$ cat config.mk
export PLATFORM = sky130hd
export DESIGN_NAME = command_frame_deframer
export DESIGN_NICKNAME = d
export VERILOG_FILES = /design/src/design/cfd_pkg.sv /design/src/design/command_frame_deframer.sv /design/src/design/cfd_parser.sv
export SDC_FILE = /design/constraint.sdc
export NUM_CORES = 1
export LEC_CHECK = 0
export ABC_AREA = 1
export BUFFER_PORTS_ARGS = -buffer_cell sky130_fd_sc_hd__buf_2
export CAP_MARGIN = 5
export CORE_ASPECT_RATIO = 0.75
export CORE_MARGIN = 2
export CORE_UTILIZATION = 55
export DETAILED_ROUTE_END_ITERATION = 12
export HOLD_SLACK_MARGIN = 0.03
export PLACE_DENSITY_LB_ADDON = 0.2
export SYNTH_ARGS = -nofsm -noshare
export SYNTH_HDL_FRONTEND = slang
export SYNTH_SLANG_ARGS = --single-unit
export TNS_END_PERCENT = 1
$ cat constraint.sdc
create_clock -name i_clk -period 2.97 [get_ports i_clk]
set_clock_uncertainty 0.2 [all_clocks]
set_input_delay 0.1485 -clock i_clk [delete_from_list [all_inputs] [get_ports i_clk]]
set_output_delay 0.1485 -clock i_clk [all_outputs]
set_load 0.005 [all_outputs]
$ cat src/design/cfd_pkg.sv
// ----------------------------------------------------------------------------
// Command frame deframer package
// Phase encoding, status codes and the result record shared by the deframer.
// ----------------------------------------------------------------------------
package cfd_pkg;

    typedef enum logic [2:0] {
        PH_START   = 3'd0,
        PH_CMD     = 3'd1,
        PH_LEN_HI  = 3'd2,
        PH_LEN_LO  = 3'd3,
        PH_PAYLOAD = 3'd4,
        PH_CHECK   = 3'd5,
        PH_IGNORE  = 3'd6
    } t_phase;

    typedef enum logic [1:0] {
        ST_OK       = 2'd0,
        ST_BADSTART = 2'd1,
        ST_TRUNC    = 2'd2,
        ST_MISMATCH = 2'd3
    } t_status;

    localparam logic KIND_PAYLOAD = 1'b0;
    localparam logic KIND_STATUS  = 1'b1;

    typedef struct packed {
        logic        kind;
        logic [7:0]  payload;
        logic [7:0]  command;
        logic [15:0] length;
        t_status     status;
    } t_result;

endpackage

$ cat src/design/command_frame_deframer.sv
// ----------------------------------------------------------------------------
// Command frame deframer
// Parses marker, command, length, payload and XOR checksum from a byte stream.
// ----------------------------------------------------------------------------
// A byte is captured in the input register and its result is presented from
// the result register. One byte per cycle while the output is not stalled;
// the parse step between the input register and the result register is combinational.
// Reset: synchronous, active low; the parser awaits the start marker and the
// start marker register returns to 0x02.
module command_frame_deframer (
    input  logic        i_clk,
    input  logic        i_rst_n,
    input  logic        i_cfg_valid,
    output logic        o_cfg_ready,
    input  logic [7:0]  i_cfg_data,      // start_marker
    input  logic        i_s_axis_tvalid,
    output logic        o_s_axis_tready,
    input  logic [7:0]  i_s_axis_tdata,  // rx_byte
    input  logic        i_s_axis_tlast,  // buffer_end
    output logic        o_m_axis_tvalid,
    input  logic        i_m_axis_tready,
    // payload_byte [7:0], command_code [15:8], frame_length [31:16],
    // frame_status [33:32], zero fill [39:34]
    output logic [39:0] o_m_axis_tdata,
    output logic        o_m_axis_tuser   // result_kind
);
    import cfd_pkg::*;

    logic [7:0] r_start_marker;
    logic       r_in_valid;
    logic [7:0] r_in_byte;
    logic       r_in_last;
    logic       r_out_valid;
    t_result    r_out;
    logic       w_step;
    logic       w_emit;
    t_result    w_result;
    logic       w_in_req;

    assign o_cfg_ready     = 1'b1;
    assign w_step          = r_in_valid && (!r_out_valid || i_m_axis_tready);
    assign o_s_axis_tready = !r_in_valid || w_step;
    assign w_in_req        = i_s_axis_tvalid && o_s_axis_tready;

    always_ff @(posedge i_clk) begin
        if (!i_rst_n) begin
            r_start_marker <= 8'h02;
            r_in_valid     <= 1'b0;
            r_out_valid    <= 1'b0;
        end else begin
            if (i_cfg_valid) begin
                r_start_marker <= i_cfg_data;
            end
            if (w_in_req) begin
                r_in_valid <= 1'b1;
            end else if (w_step) begin
                r_in_valid <= 1'b0;
            end
            if (w_step) begin
                r_out_valid <= w_emit;
            end else if (i_m_axis_tready) begin
                r_out_valid <= 1'b0;
            end
        end
    end

    always_ff @(posedge i_clk) begin
        if (w_in_req) begin
            r_in_byte <= i_s_axis_tdata;
            r_in_last <= i_s_axis_tlast;
        end
        if (w_step) begin
            r_out <= w_result;
        end
    end

    cfd_parser u_parser (
        .i_clk    (i_clk),
        .i_rst_n  (i_rst_n),
        .i_step   (w_step),
        .i_byte   (r_in_byte),
        .i_last   (r_in_last),
        .i_marker (r_start_marker),
        .o_emit   (w_emit),
        .o_result (w_result)
    );

    assign o_m_axis_tvalid = r_out_valid;
    assign o_m_axis_tuser  = r_out.kind;
    assign o_m_axis_tdata  = {6'b000000, r_out.status, r_out.length,
                              r_out.command, r_out.payload};

`ifndef SYNTHESIS
    a_no_overrun: assert property (@(posedge i_clk) disable iff (!i_rst_n)
        r_out_valid && !i_m_axis_tready |-> !w_step)
        else $error("parser advanced over a result still waiting");

    a_input_held: assert property (@(posedge i_clk) disable iff (!i_rst_n)
        r_in_valid && !w_step |=> r_in_valid && $stable(r_in_byte))
        else $error("pending input byte lost before it was parsed");

    a_cfg_seen: assert property (@(posedge i_clk) disable iff (!i_rst_n)
        i_cfg_valid |=> r_start_marker == $past(i_cfg_data))
        else $error("start marker write not taken");
`endif

endmodule

$ cat src/design/cfd_parser.sv
// ----------------------------------------------------------------------------
// Command frame deframer parser
// Frame state machine that turns one byte per step into at most one result.
// ----------------------------------------------------------------------------
module cfd_parser (
    input  logic              i_clk,
    input  logic              i_rst_n,
    input  logic              i_step,
    input  logic [7:0]        i_byte,
    input  logic              i_last,
    input  logic [7:0]        i_marker,
    output logic              o_emit,
    output cfd_pkg::t_result  o_result
);
    import cfd_pkg::*;

    t_phase      r_phase, n_phase;
    logic [7:0]  r_cmd, n_cmd;
    logic [15:0] r_len, n_len;
    logic [15:0] r_seen, n_seen;
    logic [7:0]  r_xor, n_xor;

    always_ff @(posedge i_clk) begin
        if (!i_rst_n) begin
            r_phase <= PH_START;
            r_cmd   <= 8'h00;
            r_len   <= 16'h0000;
            r_seen  <= 16'h0000;
            r_xor   <= 8'h00;
        end else if (i_step) begin
            r_phase <= n_phase;
            r_cmd   <= n_cmd;
            r_len   <= n_len;
            r_seen  <= n_seen;
            r_xor   <= n_xor;
        end
    end

    always_comb begin
        n_phase          = r_phase;
        n_cmd            = r_cmd;
        n_len            = r_len;
        n_seen           = r_seen;
        n_xor            = r_xor;
        o_emit           = 1'b0;
        o_result.kind    = KIND_PAYLOAD;
        o_result.payload = 8'h00;
        o_result.status  = ST_OK;
        case (r_phase)
            PH_START: begin
                n_cmd  = 8'h00;
                n_len  = 16'h0000;
                n_seen = 16'h0000;
                if (i_byte != i_marker) begin
                    n_xor           = 8'h00;
                    o_emit          = 1'b1;
                    o_result.kind   = KIND_STATUS;
                    o_result.status = ST_BADSTART;
                    n_phase         = PH_IGNORE;
                end else begin
                    n_xor   = i_byte;
                    n_phase = PH_CMD;
                end
            end
            PH_CMD: begin
                n_cmd   = i_byte;
                n_xor   = r_xor ^ i_byte;
                n_phase = PH_LEN_HI;
            end
            PH_LEN_HI: begin
                n_len   = {i_byte, 8'h00};
                n_xor   = r_xor ^ i_byte;
                n_phase = PH_LEN_LO;
            end
            PH_LEN_LO: begin
                n_len   = r_len | {8'h00, i_byte};
                n_xor   = r_xor ^ i_byte;
                n_phase = (n_len == 16'h0000) ? PH_CHECK : PH_PAYLOAD;
            end
            PH_PAYLOAD: begin
                n_xor  = r_xor ^ i_byte;
                n_seen = 16'(r_seen + 16'd1);
                if (!i_last) begin
                    o_emit           = 1'b1;
                    o_result.payload = i_byte;
                end
                n_phase = (n_seen == r_len) ? PH_CHECK : PH_PAYLOAD;
            end
            PH_CHECK: begin
                o_emit          = 1'b1;
                o_result.kind   = KIND_STATUS;
                o_result.status = (i_byte == r_xor) ? ST_OK : ST_MISMATCH;
                n_phase         = PH_IGNORE;
            end
            PH_IGNORE: begin
                n_phase = PH_IGNORE;
            end
            default: begin
                n_phase = PH_IGNORE;
            end
        endcase
        if (i_last) begin
            if (!o_emit && r_phase != PH_IGNORE && n_phase != PH_IGNORE) begin
                o_emit           = 1'b1;
                o_result.kind    = KIND_STATUS;
                o_result.payload = 8'h00;
                o_result.status  = ST_TRUNC;
            end
            n_phase = PH_START;
        end
        o_result.command = n_cmd;
        o_result.length  = n_len;
    end

`ifndef SYNTHESIS
    a_last_restarts: assert property (@(posedge i_clk) disable iff (!i_rst_n)
        i_step && i_last |=> r_phase == PH_START)
        else $error("buffer end did not return the parser to the start phase");

    a_ignore_silent: assert property (@(posedge i_clk) disable iff (!i_rst_n)
        r_phase == PH_IGNORE |-> !o_emit)
        else $error("result produced while ignoring trailing bytes");

    a_payload_count: assert property (@(posedge i_clk) disable iff (!i_rst_n)
        r_phase == PH_PAYLOAD |-> r_seen < r_len)
        else $error("payload count reached the declared length inside the payload");

    a_status_kind: assert property (@(posedge i_clk) disable iff (!i_rst_n)
        o_emit && o_result.kind == KIND_PAYLOAD |->
            r_phase == PH_PAYLOAD && o_result.status == ST_OK)
        else $error("payload result outside the payload phase");
`endif

endmodule
---- Word level (Yosys, flattened, before mapping) ----
Cells that the tools add are included.
operators by class
  reductions and logical operators ........ 18
  equality and inequality tests ........... 10
  $add $sub $neg .......................... 1
  bitwise operators ....................... 2
  multiplexer cells ....................... 29
operator list
  operator                                                          number
  16-bit one-hot mux with 3 select lines                            1
  16-bit one-hot mux with 2 select lines                            1
  8-bit one-hot mux with 2 select lines                             2
  8-bit two-way mux                                                 3
  9-bit two-way mux                                                 2
  16-bit by 1-bit adder with 16-bit output (second input constant)  1
  16-bit == test                                                    1
  16-bit logical NOT                                                1
  16-bit by 8-bit OR with 16-bit output                             1
  3-bit one-hot mux with 5 select lines                             1
  1-bit two-way mux                                                 11
  8-bit == test                                                     1
  8-bit != test                                                     1
  2-bit nonzero test                                                4
  8-bit XOR                                                         1
  3-bit by 2-bit == test with 1-bit output (second input constant)  2
  3-bit == test (second input constant)                             2
  2-bit two-way mux                                                 3
  3-bit two-way mux                                                 2
  3-bit != test (second input constant)                             2
  1-bit logical AND                                                 4
  2-bit one-hot mux with 2 select lines                             1
  2-bit AND reduction                                               2
  4-bit OR reduction                                                1
  other kinds (6)                                                   9
storage, ports and cells
  bits in registers ....................... 105
  logic and storage cells ................. 75
  output and inout port bits .............. 44
  input bits .............................. 22

---- Longest topological paths before layout ----
  word-level depth ........................ 9
  gate-level depth with buffers ........... 15
  mapped depth without buffers ............ 15

---- Hierarchy ----
A second synthesis with hierarchy kept.
unflattened totals
  cell total of the unflattened synthesis .. 638
  area, all modules ....................... 5083.6 µm²
modules (own cells, without submodules)
  module                  cells each  instances  seq. area each (µm²)  area an instance (µm²)
  cfd_parser              539         1          1021.0                3349.5
  command_frame_deframer  99          1          1521.5                1734.2

---- Worst setup path before layout ----
Ideal clock, no wire load.
  path type ............................... reg-to-reg
  start ................................... register r_out_valid (netlist: o_m_axis_tvalid)
  end ..................................... register u_parser.r_seen[9]
  required time ........................... 2638 ps
  cell stages (with the launch flop) ...... 8
  path slack .............................. 669 ps
  setup time .............................. 132 ps
  path buffers ............................ 1
  period minus slack after synthesis ...... 2301 ps
  arrival ................................. 1969 ps
  path through ............................ dfxtp_1 -> nand2_1 -> nand2_1 -> inv_1 -> nand2_1 -> buf_2 -> nand2_1 -> a21oi_1
between the ends
  longest elaborated chain between the ends .. 4
ends and longest elaborated chain
  item                           RTL line                      RTL
  start, declared                command_frame_deframer.sv:33  logic r_out_valid;
  start signal, assigned         command_frame_deframer.sv:60  r_out_valid <= w_emit;
  1-bit logical NOT              command_frame_deframer.sv:41  assign w_step = r_in_valid && (!r_out_valid || i_m_axis_tready);
  1-bit logical OR               command_frame_deframer.sv:41
  1-bit logical AND              command_frame_deframer.sv:41
  via u_parser.i_step            cfd_parser.sv:8               input logic i_step,
  2-bit AND reduction (no line)  -
  end signal, assigned           cfd_parser.sv:34              r_seen <= n_seen;
  end, declared                  cfd_parser.sv:20              logic [15:0] r_seen, n_seen;
The timed path passes the listed nets, and every way through them passes these cells.
A chain may end at the register's enable or synchronous reset.

---- Worst setup path in the final report ----
  start ................................... register r_in_byte[6]
  end ..................................... register r_out_valid (netlist: o_m_axis_tvalid)
between the ends
  longest elaborated chain between the ends .. 9
  elaborated cells on any way between the ends .. 15
  classes of those cells .................. eq/ne: 2; mux: 8; bitwise: 1; reduce/logical: 4
ends and longest elaborated chain
  item                                                                        RTL line                             RTL
  start, declared                                                             command_frame_deframer.sv:31         logic [7:0] r_in_byte;
  start signal, assigned                                                      command_frame_deframer.sv:69         r_in_byte <= i_s_axis_tdata;
  16-bit by 8-bit OR with 16-bit output or 8-bit != test (tied branches)      cfd_parser.sv:76, cfd_parser.sv:54
  16-bit logical NOT or 1-bit two-way mux (tied branches)                     cfd_parser.sv:78, cfd_parser.sv:54
  1-bit two-way mux or 1-bit one-hot mux with 3 select lines (tied branches)  cfd_parser.sv:78, cfd_parser.sv:49
  3-bit one-hot mux with 5 select lines or 1-bit logical NOT (tied branches)  cfd_parser.sv:49, cfd_parser.sv:103
  3-bit != test or 1-bit logical AND (tied branches)                          cfd_parser.sv:103                    if (!o_emit && r_phase != PH_IGNORE && n_phase != PH_IGNORE) begin
  1-bit logical AND                                                           cfd_parser.sv:103
  1-bit two-way mux                                                           cfd_parser.sv:103
  1-bit two-way mux (*)                                                       cfd_parser.sv:102                    if (i_last) begin
  1-bit two-way mux (*)                                                       command_frame_deframer.sv:59         if (w_step) begin
Every way passes the cells marked *; elsewhere a longest branch is shown, timed or not.

==> results by group <==
STA
  • Slew margin rel.: 0.562
  • Final hold violations: 0
  • Hold WS: 269 ps
  • Min Clock Period, post-route: 2220 ps
  • Final setup viols: 0
  • RSZ-0062 raised after global routing: no
  • Final period util: 0.748
  • Max-slew violation count: 0
  • Setup TNS Final: 0 ps
  • Final WS setup: 750 ps
  • Least-Margin Pin Slew: 655 ps
  • F_max: 0.450 GHz

Global route
  • Largest net degree at the start of global routing: 31
  • Antenna violations before repair: 0
  • Tot GR Track Use: 0.276
  • Vias in the first global route: 4417
  • Overflow after GRT: 0
  • First-pass GRT wire length: 21200 um

CTS
  • Setup Fix Bufs, Post-CTS: 0
  • TritonCTS Buffers: 9
  • CTS Buffer Depth: 2
  • Clock transition at the registers of the reported paths: 70 ps
  • Clock Latency Late Sink: 340 ps
  • CTS sink count: 105
  • TritonCTS clock tree: yes
  • H-tree levels: 3
  • Root Driver: clkbuf_16

Floorplan
  • DIE AREA: 9890 sq um
  • Core area: 8930 sq um
  • I/O Pins: 66
  • Chip height: 86.6 um
  • Rows: 30
  • Die width: 114 um
  • Starting Density: 0.560

Critical path
  • Crit path kind: reg -> reg
  • Worst reg2reg startpoint: r_in_byte[6]$_DFFE_PP_
  • Worst-path fanout max: 5
  • WP data required: 3040 ps
  • Setup crit end kind: flip-flop
  • CP arrival: 2290 ps
  • Worst Setup SP: r_in_byte[6]$_DFFE_PP_
  • Crit start category: flip-flop

Yosys
  • Mapped cell area: 5010 sq um
  • Distinct cells, synth: 31
  • Post-Synthesis Cells: 623
  • Synthesis-stage register bit count: 105
  • Seq/Total Area, Yosys: 0.508
  • Mean Syn Cell Area: 8.04 sq um
  • Synth warnings: 0

Placement
  • IO buf count: 58
  • GPL Wtd Cong: 0.893
  • Placed cell areas: 5400 sq um
  • Dpl cells: 786
  • Pre-CTS setup slack: 801 ps
  • HPWL Detailed: 9100 um

Power and ir drop
  • Power Density: 531 nW/um^2
  • Total Power: 3.19 mW
  • Peak VDD IR: 0.414 mV
  • P_leak: 2.55 nW

Outcome
  • Outcome: complete, no violations

Final layout
  • Most frequent cells in the layout: nand2_1 (137), inv_1 (76), nor2_1 (64)
  • Final core utilization: 0.673
  • Post-route cell area: 6010 sq um
  • # diodes: 0
  • Commonest non-fill, non-tap cell in the layout: nand2_1
  • Area Growth Syn to Fin: 20.0%
  • Nets: 738
  • Share of cells above drive strength 1: 0.138
  • Non-filler cells, final: 832

Drt
  • DRT antenna net count: 0
  • Vias per cell: 5.61
  • WL final: 13000 um
  • Drt pass-1 iters: 6
  • Initial DRC Count: 419
  • Vias after detailed routing: 4665
  • Drt wl/cell: 15.6 um
  • Post-route DRC: 0

Worst hold path
  • HP Class: reg -> reg
  • Hold wc startpoint: u_parser.r_cmd[2]$_SDFFE_PN0P_

Job
  • Maxcap violations: 0
-- synth_stat cells (all sizes together) --
master	instances	share of area
conb	2	0.0015
xnor3	1	0.0045
a31oi	1	0.0013
buf	11	0.015
nor4	4	0.0050
o22ai	16	0.020
clkbuf	9	0.0067
xor2	13	0.023
nand2	141	0.11
nor3	6	0.0060
nand3	36	0.036
ha	1	0.0025
nand3b	2	0.0030
a21oi	64	0.065
clkinv	1	0.00075
nand4	10	0.015
dfxtp	61	0.24
a211oi	9	0.013
inv	78	0.058
xnor2	5	0.0087
nor2	73	0.062
o21ai	35	0.036
edfxtp	44	0.26
-- power breakdown --
group          switching (mW)  internal [mW]
Combinational           0.216          0.138
Sequential             0.0523           1.58
Clock                   0.525          0.682
-- flip-flops by register name, summed over array words and instances (netlist names) --
name and count:
o_m_axis_tdata 34, o_m_axis_tuser 1, o_m_axis_tvalid 1, r_in_byte 8, r_in_last 1, r_in_valid 1
r_start_marker 8, u_parser.r_cmd 8, u_parser.r_len 16, u_parser.r_phase 3, u_parser.r_seen 16, u_parser.r_xor 8
-- layer usage --
metal  share of wire  track usage  vias to the layer above
met2            0.46        0.452                      207
met4           0.020       0.0876                        0
li1                -            -                     2239
met3           0.083       0.0685                       27
met1            0.44        0.365                     2192
met5               0            0                        -
-- area by class of cell --
cell class | instances | area (sq um)
Multi-Input combinational cell | 424 | 2070
Sequential cell | 105 | 2540
Inverter | 79 | 297
Timing Repair Buffer | 96 | 651
Clock buffer | 11 | 243
Fill cell | 729 | 2920
Tap cell | 112 | 140
Clock inverter | 5 | 62.6
-- worst max-delay path: stages (launching register included) --
cell      delay [ps]
edfxtp_1         540
xor2_1           200
nor3_1           340
nand2_1          200
nand2_2          140
o21ai_2           80
nor2_2           100
nand2_1           90
nand2_1           80
nand2_1           50
a21oi_1          120
-- worst paths after layout --
check,cells past startpoint,slack [ps],endpoint
min reg2reg,2,270,u_parser.r_cmd[2]$_SDFFE_PN0P_
max,10,750,o_m_axis_tvalid$_SDFFE_PN0P_
max reg2reg,10,750,o_m_axis_tvalid$_SDFFE_PN0P_
min,2,270,u_parser.r_cmd[2]$_SDFFE_PN0P_
-- cell families after synthesis --
kind of cell | count (synthesis) | synth area share
AND/OR/NAND/NOR | 272 | 0.235
AO/OA/AOI/OAI | 125 | 0.135
flip-flops | 105 | 0.508
buffers and inverters | 99 | 0.0815
XOR/XNOR | 19 | 0.0360
other | 2 | 0.00150
adder cells (fa/ha/maj) | 1 | 0.00250
-- timing repair --
item | CTS | global route
gates resized for setup | 0 | 0
hold endpoints to repair | 25 | 0
hold buffers | 30 | 0
Note: power is estimated with default switching activity, not from simulation.
